### src/rtl/core/acd_pkg.sv
// ----------------------------------------------------------------------------
// acd_pkg
// Shared constants and types for the atom clash detector.
// ----------------------------------------------------------------------------
package acd_pkg;

    localparam int ACD_MAX_REF_ATOMS = 1024;

    localparam int COORD_W     = 25;
    localparam int SERIAL_W    = 17;
    localparam int RADIUS_W    = 16;
    localparam int R2_W        = 2 * RADIUS_W;
    localparam int QCOMP_W     = 11;
    localparam int QCOMP_MAX   = 2 ** QCOMP_W - 1;
    localparam int CLASH_TOT_W = 32;
    localparam int COMP_TOT_W  = 48;
    localparam int SQ_W        = 2 * COORD_W;
    localparam int DIST_W      = SQ_W + 2;

    localparam logic [RADIUS_W-1:0] RADIUS_RESET = 16'd4000;

    // distance pipeline depth: abs diff, square, sum, compare
    localparam int DIST_LAT = 4;
    localparam int DRAIN_W  = $clog2(DIST_LAT + 1);

    typedef enum logic [1:0] {
        FUNC_CLEAR = 2'd0,
        FUNC_LOAD  = 2'd1,
        FUNC_QUERY = 2'd2
    } func_t;

    typedef enum logic [1:0] {
        ST_IDLE,
        ST_SCAN,
        ST_DRAIN,
        ST_DONE
    } state_t;

    typedef struct packed {
        logic signed [COORD_W-1:0] x;
        logic signed [COORD_W-1:0] y;
        logic signed [COORD_W-1:0] z;
    } atom_t;

    typedef struct packed {
        logic vld;
        logic counted;
    } dist_tag_t;

    typedef struct packed {
        logic vld;
        logic counted;
        logic hit;
    } dist_res_t;

endpackage

### src/rtl/core/acd_dist.sv
// ----------------------------------------------------------------------------
// acd_dist
// Four-stage squared distance and strict less-than compare.
// ----------------------------------------------------------------------------
module acd_dist
    import acd_pkg::*;
(
    input  logic            clk,
    input  logic            rst_n,
    input  atom_t           query,
    input  atom_t           refatom,
    input  logic [R2_W-1:0] r2,
    input  dist_tag_t       tag,
    output dist_res_t       res
);

    logic signed [COORD_W:0] dx, dy, dz;
    logic signed [COORD_W:0] nx, ny, nz;
    logic [COORD_W-1:0]      ax_reg, ay_reg, az_reg;
    logic [SQ_W-1:0]         sqx_reg, sqy_reg, sqz_reg;
    logic [DIST_W-1:0]       sum_reg;
    dist_tag_t               tag1_reg, tag2_reg, tag3_reg;
    dist_res_t               res_reg;

    // stage 1: absolute coordinate differences
    always_comb
    begin
        dx = {query.x[COORD_W-1], query.x} - {refatom.x[COORD_W-1], refatom.x};
        dy = {query.y[COORD_W-1], query.y} - {refatom.y[COORD_W-1], refatom.y};
        dz = {query.z[COORD_W-1], query.z} - {refatom.z[COORD_W-1], refatom.z};
        nx = dx[COORD_W] ? -dx : dx;
        ny = dy[COORD_W] ? -dy : dy;
        nz = dz[COORD_W] ? -dz : dz;
    end

    always_ff @(posedge clk)
    begin
        ax_reg  <= nx[COORD_W-1:0];
        ay_reg  <= ny[COORD_W-1:0];
        az_reg  <= nz[COORD_W-1:0];
        // stage 2: squares
        sqx_reg <= SQ_W'(ax_reg) * SQ_W'(ax_reg);
        sqy_reg <= SQ_W'(ay_reg) * SQ_W'(ay_reg);
        sqz_reg <= SQ_W'(az_reg) * SQ_W'(az_reg);
        // stage 3: sum
        sum_reg <= DIST_W'(sqx_reg) + DIST_W'(sqy_reg) + DIST_W'(sqz_reg);
    end

    always_ff @(posedge clk or negedge rst_n)
    begin
        if (!rst_n)
        begin
            tag1_reg <= '0;
            tag2_reg <= '0;
            tag3_reg <= '0;
            res_reg  <= '0;
        end
        else
        begin
            tag1_reg        <= tag;
            tag2_reg        <= tag1_reg;
            tag3_reg        <= tag2_reg;
            // stage 4: compare
            res_reg.vld     <= tag3_reg.vld;
            res_reg.counted <= tag3_reg.counted;
            res_reg.hit     <= sum_reg < DIST_W'(r2);
        end
    end

    assign res = res_reg;

endmodule

### config.mk
export PLATFORM = sky130hd
export DESIGN_NAME = acd_dist
export DESIGN_NICKNAME = d
export VERILOG_FILES = /design/src/rtl/core/acd_pkg.sv /design/src/rtl/core/acd_dist.sv
export SDC_FILE = /design/constraint.sdc
export NUM_CORES = 2
export LEC_CHECK = 0
export BUFFER_PORTS_ARGS = -buffer_cell sky130_fd_sc_hd__buf_4
export CORE_MARGIN = 2
export CORE_UTILIZATION = 55
export CTS_CLUSTER_DIAMETER = 50
export DETAILED_ROUTE_END_ITERATION = 8
export GPL_TIMING_DRIVEN = 0
export PLACE_DENSITY = 0.72
export SLEW_MARGIN = 20
export SYNTH_ARGS = -nofsm -noshare
export SYNTH_HDL_FRONTEND = slang
export SYNTH_SLANG_ARGS = --single-unit
### constraint.sdc
create_clock -name clk -period 21.6 [get_ports clk]
set_input_delay 1.08 -clock clk [delete_from_list [all_inputs] [get_ports clk]]
set_output_delay 1.08 -clock clk [all_outputs]
set_load 0.02 [all_outputs]
==> flow_metrics.tcl <==
set metrics [dict create \
    cp_slowest_stage_delay_ns 0.95 \
    synth-async-reset-ratio_pct 3.180 \
    grt_pass1_wl_microns 294100 \
    period_needed_ns 9.816 \
    worstMarginPinSlew_ns 1.126 \
    critPathCapture "sqy_reg[42]$_DFF_P_" \
    grt_max_degree 15 \
    insertion_delay_ns 0.62 \
    cts.reportedPaths.clkPinSlew_ns 0.06 \
    dieArea_sq_mm 0.1301 \
    cts.sinks 283 \
    core_sq_mm 0.1259 \
    cts_root_buf "clkbuf_16" \
    dr.pass1.iters 6 \
    pin_count 189 \
    start_util_pct 55.58 \
    synth_top_area_share_pct 41.51 \
    ys_types 107 \
    netlist_instances 7742 \
    avgRoutedWirePerCell_microns 18.89 \
    min_path_type "in -> async" \
    yosys_warnings 0 \
    path_depth 28 \
    cts_tree "done" \
    hold_ws_ns 0.3098 \
    tns_ns 0 \
    remaining_drc_errors 0 \
    antenna_found_initial 13 \
    crit_fanout 10 \
    slew_viol_final 0 \
    htreeDepth 2 \
    worstPathRequired_ns 22.06 \
    drive_above_1_share_pct 4.161 \
    portBuffers 188 \
    post_cts_resized 0 \
    finalSetupViolations 0 \
    critical-path-top-delay-family "adder cells" \
    ys_ff_latch 283 \
    grt_use_total_pct 28.79 \
    drv_cap 0 \
    reg2reg_slack_ns 11.78 \
    vias_per_cell 5.411 \
    worst-path-buf-inv 9 \
    slew-limit-headroom_pct 22.97 \
    reg2reg_from "ay_reg[3]$_DFF_P_" \
    largest_reg_flops 52 \
    cts_buffers 39 \
    ys.flop_type "dfxtp_1" \
    cts.path.max_buffers 3 \
    row_count 130 \
    grt_pass1_vias 55816 \
    crit_type "reg -> reg" \
    place_inst 9582 \
    dieWidth_microns 360.7 \
    yosysMostFrequentCell "inv_1" \
    hold_violations 0 \
    dp_hpwl_microns 156300 \
    cp-startpoint "ay_reg[3]$_DFF_P_" \
    detail-route-antenna-nets 0 \
    arrival_ns 10.27 \
    cts_hold_buffers 0 \
    drt-initial-drc-count 3865 \
    die_y_microns 360.7 \
    syn_area_per_cell_sq_um 9.039 \
    end_kind "flop" \
    yosys.area.top_type "fa_1" \
    rsz0062_at_grt "false" \
    synthTopCellsByCount "2,174 x inv_1, 1,451 x fa_1, 719 x ha_1" \
    slowest_stage "a2111oi_0" \
    routed_wl_microns 182500 \
    r2r_cells 28 \
    status "finished clean" \
    grt_overflow 0 \
    synth_edf_count 0 \
    fmax_mhz 101.9 \
    fin_crit_sh_pct 45.44 \
    yosysSeqAreaShare_pct 8.160 \
    netlist_area_sq_mm 0.06998 \
    fin_cells 9659 \
    nets 10329 \
    netlist_top_cells_area "fa_1 42%, ha_1 13%, inv_1 12%, dfxtp_1 7.8%, and2_1 3.5%" \
    area_growth_pct 6.891 \
    dr_total_vias 52263 \
    fillers 11094 \
    globalplace.congestion 1.034 \
    cts_setup_buffers 0 \
    cp-start-kind "flop" \
    skew_ns 0.03963 \
    reg2reg_to "sqy_reg[42]$_DFF_P_" \
]
[cell families after synthesis]
| logic type | share of synthesized area [%] |
|---|---|
| other | 0.005359 |
| and+or+nand+nor | 11.29 |
| xor gates and xnor gates | 4.141 |
| DFF | 8.160 |
| adders and majority gates | 54.37 |
| buffers and inverters | 12.91 |
| muxes | 0.2360 |
| AOI/OAI and AO/OA | 8.890 |
[layer usage]
metal | GRT usage, % | routed length [microns]
met5 | 0 | 0
met4 | 10.97 | 7930
met2 | 47.98 | 86270
met1 | 37.74 | 74020
met3 | 4.710 | 14270
[stage by stage]
| stage | worst slack, ns | instance area [sq um] | utilization, % |
|---|---|---|---|
| 2_1_floorplan | 14.16 | 69980 | - |
| 3_3_place_gp | 12.20 | 73460 | 58.35 |
| 3_5_place_dp | 11.98 | 73460 | 58.35 |
| 4_1_cts | 12.00 | 74780 | 59.40 |
| 5_1_grt | 11.45 | 74780 | 59.40 |
| 6_report | 11.78 | 74800 | 59.41 |
[cells in the final DEF, fill, tap and decap left out, types with 25 or more instances in the layout]
| cell type | n |
|---|---|
| xor2_1 | 116 |
| ha_1 | 719 |
| a21o_1 | 153 |
| nand2_1 | 631 |
| o21ai_0 | 145 |
| nor2_1 | 225 |
| a211oi_1 | 32 |
| nor3_1 | 51 |
| a21oi_1 | 284 |
| dfxtp_1 | 274 |
| nand3_1 | 72 |
| o21bai_1 | 38 |
| nand2b_1 | 27 |
| buf_4 | 189 |
| xnor2_1 | 213 |
| nor2b_1 | 49 |
| inv_1 | 2174 |
| o21a_1 | 37 |
| and3_1 | 32 |
| o31ai_1 | 28 |
| clkbuf_1 | 210 |
| clkbuf_16 | 40 |
| fa_1 | 1451 |
| nand4_1 | 25 |
| and2_1 | 393 |
| a31oi_1 | 33 |
[worst min-delay path by stage]
stage | from | endpoint | slack [ns]
floorplan | tag3_reg[0]$_DFF_PN0_ | res[1]$_DFF_PN0_ | 0.33
global placement | tag2_reg[0]$_DFF_PN0_ | tag3_reg[0]$_DFF_PN0_ | 0.34
detailed placement | tag2_reg[0]$_DFF_PN0_ | tag3_reg[0]$_DFF_PN0_ | 0.34
CTS | rst_n | res[2]$_DFF_PN0_ | 0.28
global route | rst_n | tag3_reg[1]$_DFF_PN0_ | 0.29
finish | rst_n | res[2]$_DFF_PN0_ | 0.31
[cell type report]
type | instances | area, sq um | area share (%)
Antenna cell | 7 | 17.52 | 0.02342
Clock buffer | 46 | 1054 | 1.408
Buffer | 221 | 872.1 | 1.166
Tap cell | 1650 | 2064 | 2.760
Timing Repair Buffer | 188 | 1411 | 1.887
Clock inverter | 24 | 267.8 | 0.3580
Inverter | 2174 | 8160 | 10.91
Multi-Input combinational cell | 5066 | 55240 | 73.85
Sequential cell | 283 | 5710 | 7.634
Power is not shown: default switching activity piles up to over one toggle a cycle in this logic, so the estimate is an artifact.
