==> src/rtl/core/acd_pkg.sv <==
// ----------------------------------------------------------------------------
// acd_pkg
// Shared constants and types for the atom clash detector.
// ----------------------------------------------------------------------------
package acd_pkg;

    localparam int ACD_MAX_REF_ATOMS = 1024;

    localparam int COORD_W     = 25;
    localparam int SERIAL_W    = 17;
    localparam int RADIUS_W    = 16;
    localparam int R2_W        = 2 * RADIUS_W;
    localparam int QCOMP_W     = 11;
    localparam int QCOMP_MAX   = 2 ** QCOMP_W - 1;
    localparam int CLASH_TOT_W = 32;
    localparam int COMP_TOT_W  = 48;
    localparam int SQ_W        = 2 * COORD_W;
    localparam int DIST_W      = SQ_W + 2;

    localparam logic [RADIUS_W-1:0] RADIUS_RESET = 16'd4000;

    // distance pipeline depth: abs diff, square, sum, compare
    localparam int DIST_LAT = 4;
    localparam int DRAIN_W  = $clog2(DIST_LAT + 1);

    typedef enum logic [1:0] {
        FUNC_CLEAR = 2'd0,
        FUNC_LOAD  = 2'd1,
        FUNC_QUERY = 2'd2
    } func_t;

    typedef enum logic [1:0] {
        ST_IDLE,
        ST_SCAN,
        ST_DRAIN,
        ST_DONE
    } state_t;

    typedef struct packed {
        logic signed [COORD_W-1:0] x;
        logic signed [COORD_W-1:0] y;
        logic signed [COORD_W-1:0] z;
    } atom_t;

    typedef struct packed {
        logic vld;
        logic counted;
    } dist_tag_t;

    typedef struct packed {
        logic vld;
        logic counted;
        logic hit;
    } dist_res_t;

endpackage

==> src/rtl/core/acd_cell.sv <==
// ----------------------------------------------------------------------------
// acd_cell
// One slot of the reference atom ring; takes its neighbor's atom on shift.
// ----------------------------------------------------------------------------
module acd_cell
    import acd_pkg::*;
(
    input  logic  clk,
    input  logic  shift_en,
    input  atom_t din,
    output atom_t dout
);

    atom_t atom_reg;

    always_ff @(posedge clk)
    begin
        if (shift_en)
        begin
            atom_reg <= din;
        end
    end

    assign dout = atom_reg;

endmodule

==> config.mk <==
export PLATFORM = sky130hd
export DESIGN_NAME = acd_cell
export DESIGN_NICKNAME = d
export VERILOG_FILES = /design/src/rtl/core/acd_pkg.sv /design/src/rtl/core/acd_cell.sv
export SDC_FILE = /design/constraint.sdc
export NUM_CORES = 1
export LEC_CHECK = 0
export BUFFER_PORTS_ARGS = -buffer_cell sky130_fd_sc_hd__clkbuf_2
export CAP_MARGIN = 5
export CORE_UTILIZATION = 44
export DETAILED_ROUTE_END_ITERATION = 7
export GPL_TIMING_DRIVEN = 0
export PLACE_DENSITY = 0.84
export SYNTH_ARGS = -nofsm -noshare
export SYNTH_HDL_FRONTEND = slang
export SYNTH_SLANG_ARGS = --single-unit
==> constraint.sdc <==
create_clock -name clk -period 1.3 [get_ports clk]
set_clock_uncertainty 0.15 [all_clocks]
set_input_delay 0 -clock clk [delete_from_list [all_inputs] [get_ports clk]]
set_output_delay 0 -clock clk [all_outputs]
set_load 0.03 [all_outputs]
==> impl_metrics.py, run 1 <==
metrics = {
    "grt": {
        "grt_max_degree": 76,
        "grt_usage_pct": 23.4,
        "antenna_found_initial": 0,
        "grt_pass1_wl_um": 8580,
        "overflow": 0,
        "grt_pass1_vias": 1821,
    },
    "floorplanning": {
        "die_area_um2": 5410,
        "pin_count": 152,
        "rows": 25,
        "start_util_pct": 46.8,
        "die_h_um": 73.5,
        "core_um2": 4820,
        "die_x_um": 73.5,
    },
    "cts": {
        "cts_tree": "done",
        "cts.sinks": 75,
        "cts.repair.resized": 0,
        "numCtsBuffers": 9,
        "clockRootBuffer": "clkbuf_8",
        "cts_setup_buffers": 0,
        "path_clk_slew_ns": 0.07,
        "h-tree-depth": 3,
        "cts_hold_buf": 75,
        "clock_path_buffers": 2,
    },
    "detailed_routing": {
        "ant_nets": 0,
        "totalWireLength_um": 6160,
        "wl_per_cell_um": 16.1,
        "via_per_inst": 4.43,
        "drt_pass1_iterations": 4,
        "vias": 1696,
        "drcViolationCount": 0,
        "drt_iter0_markers": 98,
    },
    "worst_setup_path": {
        "crit_chain": "clkbuf_2",
        "critPathBufInv": 1,
        "startpoint": "dout[38]",
        "critical_path.top_delay_family": "flip-flops",
        "worstPathRequired_ns": 1.15,
        "path_class": "flip-flop to primary output",
        "cpPeakStageDelay_ns": 0.40,
        "critPathCaptureType": "primary output",
        "arrival_ns": 0.94,
        "crit_slowest_cell": "edfxtp_1",
        "crit_fanout": 1,
        "worstSetupStartpointType": "flip-flop",
    },
    "sta": {
        "setup_tns_ns": 0,
        "worst_pin_slew_ns": 0.972,
        "setup_viol_count_final": 0,
        "period_needed_ns": 1.09,
        "fin_crit_sh_pct": 83.5,
        "maxSlewViolCount": 0,
        "fin_ws_ns": 0.214,
        "rsz0062_at_grt": "no",
        "fmax_mhz": 921,
        "relSlewSlack_pct": 35.2,
        "hold_violations": 0,
    },
    "placed_design": {
        "place_area_um2": 3090,
        "place_congestion": 0.732,
        "post-place-cells": 293,
        "preCtsSetupSlack_ns": -0.0268,
        "port_buffers": 151,
    },
    "worst_hold_path": {
        "hold-path-endpoint": "dout[25]",
        "whs_path_depth": 2,
        "min-delay-start": "din[25]",
        "hp-class": "input port to flip-flop",
    },
    "synthesis": {
        "seq_area_frac_synth_pct": 100,
        "yosysTopAreaCellShare_pct": 100,
        "netlist_area_um2": 2250,
        "synthCells": 75,
        "synthTopCellsByArea": "edfxtp_1 (100%)",
        "syn-mean-instance-area_um2": 30.0,
        "synth_top_cell_by_area": "edfxtp_1",
        "syn-num-nets": 152,
        "synth.distinct_cells": 1,
        "ys_ff_latch": 75,
        "yosysWarnings": 0,
    },
    "status": {
        "status": "finished clean",
    },
    "job": {
        "max-cap-violations": 0,
    },
    "cells_and_area": {
        "num-fill-cells": 254,
        "areaGrowthSynthToFinish_pct": 77.4,
        "mostFrequentLayoutCells": "clkbuf_2 (150), edfxtp_1 (75), dlygate4sd3_1 (75), clkbuf_8 (9), clkinv_2 (3)",
        "multi_input_area_um2": 0,
        "multi_input_cells": 0,
        "regArea_um2": 2250,
        "final_common_cell": "clkbuf_2",
        "antenna_cells": 0,
        "drive_above_1_share_pct": 51.6,
        "fin_nets": 389,
        "largest_reg_flops": 75,
        "finalInstanceArea_um2": 4000,
        "finalNonFillerCells": 383,
    },
    "pwr": {
        "power_leakage_nw": 1.76,
        "power_density_nw_per_um2": 1320,
        "p_total_w": 0.00527,
        "peakVddDrop_mv": 0.865,
    },
}
-- Yosys cell counts --
library cell	n
edfxtp_1	75
-- routing by layer --
layer	global-route usage (%)	wire [um]
met2	45.8	3560
met3	7.00	392
met1	20.1	2020
met5	0	0
met4	14.1	194
-- power by group --
| part | leakage [nW] | switching (W) | internal (W) |
|---|---|---|---|
| sequential | 0.734 | 0.0000599 | 0.00288 |
| clock | 0.0804 | 0.000761 | 0.000668 |
| combinational | 0.941 | 0.000568 | 0.000342 |
-- final cells by class --
class | instances | share of cell area (%)
tap | 67 | 2.10
sequential | 75 | 56.4
clock inverter | 4 | 0.470
clock buffer | 11 | 3.29
timing repair buffer | 226 | 37.8
-- through the flow --
stage	hold WS [ns]	util (%)
2_1_floorplan	-0.0511	-
3_3_place_gp	0.0263	64.2
3_5_place_dp	0.0286	64.2
4_1_cts	0.224	82.9
5_1_grt	0.222	82.9
6_report	0.235	82.9
-- worst max-delay path by stage --
stage / end / slack, ns / cells after the start
floorplan: dout[0] / 0.65 / 0
global placement: dout[36] / -0.50 / 1
detailed placement: dout[24] / -0.03 / 1
CTS: dout[24] / 0.22 / 1
global route: dout[38] / 0.18 / 1
finish: dout[38] / 0.21 / 1
-- cell families (layout without fill, tap and decap cells) --
logic type | after synthesis | after routing | synth area share, %
flops | 75 | 75 | 100
buf+inv | 0 | 241 | 0
Note: power is estimated with default switching activity, not from simulation.
==> run 2, diff against run 1 <==
--- a/config.mk
+++ b/config.mk
@@ -7,10 +7,10 @@
 export LEC_CHECK = 0
 export BUFFER_PORTS_ARGS = -buffer_cell sky130_fd_sc_hd__clkbuf_2
 export CAP_MARGIN = 5
-export CORE_UTILIZATION = 44
+export CORE_UTILIZATION = 41
 export DETAILED_ROUTE_END_ITERATION = 7
 export GPL_TIMING_DRIVEN = 0
-export PLACE_DENSITY = 0.84
+export PLACE_DENSITY = 0.79
 export SYNTH_ARGS = -nofsm -noshare
 export SYNTH_HDL_FRONTEND = slang
 export SYNTH_SLANG_ARGS = --single-unit
==> constraint.sdc (replaced) <==
create_clock -name clk -period 1.1 [get_ports clk]
set_clock_uncertainty 0.15 [all_clocks]
set_input_delay 0 -clock clk [delete_from_list [all_inputs] [get_ports clk]]
set_output_delay 0 -clock clk [all_outputs]
set_load 0.03 [all_outputs]
==> run 2 against run 1 <==
Count of clock-buffer cells in the layout decreased by 1. Power grew 27%. Clock power increased by 50%. Sequential share of layout area fell by 1.2 points. Via count grew 2.0%. Sequential cell count unchanged. Combinational power is 21% higher. Final cell count grew 0.52%. Die area rose by 7.1%.
==> impl_metrics.py, run 2 (synthesis gave the netlist of run 1 again) <==
metrics = {
    "status": {
        "status": "finished clean",
    },
    "worst_hold_path": {
        "hp-class": "input port to flip-flop",
        "min-delay-start": "din[51]",
    },
    "cells_and_area": {
        "antenna_cells": 0,
        "multi_input_cells": 0,
        "multi_input_area_um2": 0,
        "areaGrowthSynthToFinish_pct": 81.3,
        "final_common_cell": "clkbuf_2",
        "largest_reg_flops": 75,
        "final_core_util_pct": 78.5,
        "mostFrequentLayoutCells": "clkbuf_2 (139), edfxtp_1 (75), dlygate4sd3_1 (75), clkbuf_8 (10)",
        "num-fill-cells": 319,
        "fin_nets": 389,
        "drive_above_1_share_pct": 51.4,
    },
    "sta": {
        "maxSlewViolCount": 0,
        "worst_pin_slew_ns": 0.976,
        "fin_crit_sh_pct": 98.0,
        "period_needed_ns": 1.08,
        "rsz0062_at_grt": "yes",
        "hold_slack_ns": 0.230,
        "setup_tns_ns": 0,
        "hold_violations": 0,
        "fmax_mhz": 928,
        "setup_viol_count_final": 0,
        "relSlewSlack_pct": 34.9,
    },
    "worst_setup_path": {
        "critical_path.top_delay_family": "flip-flops",
        "crit_slowest_cell": "edfxtp_1",
        "worstSetupStartpointType": "flip-flop",
        "crit_fanout": 1,
        "critPathBufInv": 1,
        "path_class": "flip-flop to primary output",
        "crit_chain": "clkbuf_2",
        "startpoint": "dout[51]",
        "critPathCaptureType": "primary output",
        "worstPathRequired_ns": 0.95,
        "arrival_ns": 0.93,
        "cpPeakStageDelay_ns": 0.39,
    },
    "detailed_routing": {
        "vias": 1730,
        "wl_per_cell_um": 16.5,
        "drt_pass1_iterations": 4,
        "drt_iter0_markers": 142,
        "via_per_inst": 4.49,
        "drcViolationCount": 0,
        "totalWireLength_um": 6350,
        "ant_nets": 0,
    },
    "floorplanning": {
        "die_area_um2": 5790,
        "start_util_pct": 43.3,
        "core_um2": 5200,
        "die_x_um": 76.1,
        "die_h_um": 76.1,
        "rows": 26,
        "pin_count": 152,
    },
    "grt": {
        "grt_max_degree": 76,
        "grt_usage_pct": 21.7,
        "overflow": 0,
        "grt_pass1_vias": 1878,
        "antenna_found_initial": 0,
        "grt_pass1_wl_um": 9110,
    },
    "cts": {
        "clockRootBuffer": "clkbuf_8",
        "numCtsBuffers": 9,
        "cts_tree": "done",
        "path_clk_slew_ns": 0.07,
        "cts_setup_buffers": 0,
        "h-tree-depth": 3,
        "cts.sinks": 75,
        "clock_path_buffers": 2,
    },
    "pwr": {
        "power_leakage_nw": 1.78,
        "p_total_w": 0.00672,
        "peakVddDrop_mv": 1.03,
        "power_density_nw_per_um2": 1650,
    },
    "placed_design": {
        "place_congestion": 0.691,
        "port_buffers": 151,
    },
    "job": {
        "max-cap-violations": 0,
    },
}
==> run 2: cell count changes in the layout (fill, tap and decap cells not counted) <==
cell,delta
buf_6,+5
clkbuf_2,-11
buf_2,+5
bufinv_16,+2
clkbuf_8,+1
clkinv_2,-3
clkbuf_1,-1
clkinv_1,+1
==> run 2: area by class of cell <==
type,count,area (um2),share of cell area [%]
clock buffer,10,128,3.12
clock inverter,4,67.6,1.65
sequential,75,2250,55.1
tap,70,87.6,2.14
timing repair buffer,226,1550,37.9
==> run 2: timing repair <==
action,in CTS,in global routing
gates resized for setup,2,25
hold endpoints to repair,75,0
endpoints found under the setup margin,1,10
hold buffers,75,0
==> run 2: power breakdown <==
part	internal (W)	switching (W)	total (W)
Sequential	0.00340	0.0000783	0.00348
Clock	0.00124	0.000900	0.00214
Combinational	0.000426	0.000674	0.00110
==> run 2: layer usage <==
layer	global-route usage, %	share of wire (%)	vias to the layer above
li1	-	-	776
met1	23.1	35	814
met2	39.2	54	123
met3	5.99	8.4	17
met4	11.7	2.7	0
met5	0	0	-
==> run 2: worst paths after layout <==
kind,to,depth (start not counted)
min,dout[51],2
max,dout[51],1
==> run 2: per-stage QoR <==
stage,cell area (um2),instances,setup WS [ns]
4_1_cts,4050,385,0.00562
5_1_grt,4080,385,-0.0220
2_1_floorplan,2250,75,0.454
6_report,4080,385,0.0219
3_3_place_gp,3100,296,-0.708
3_5_place_dp,3100,296,-0.227
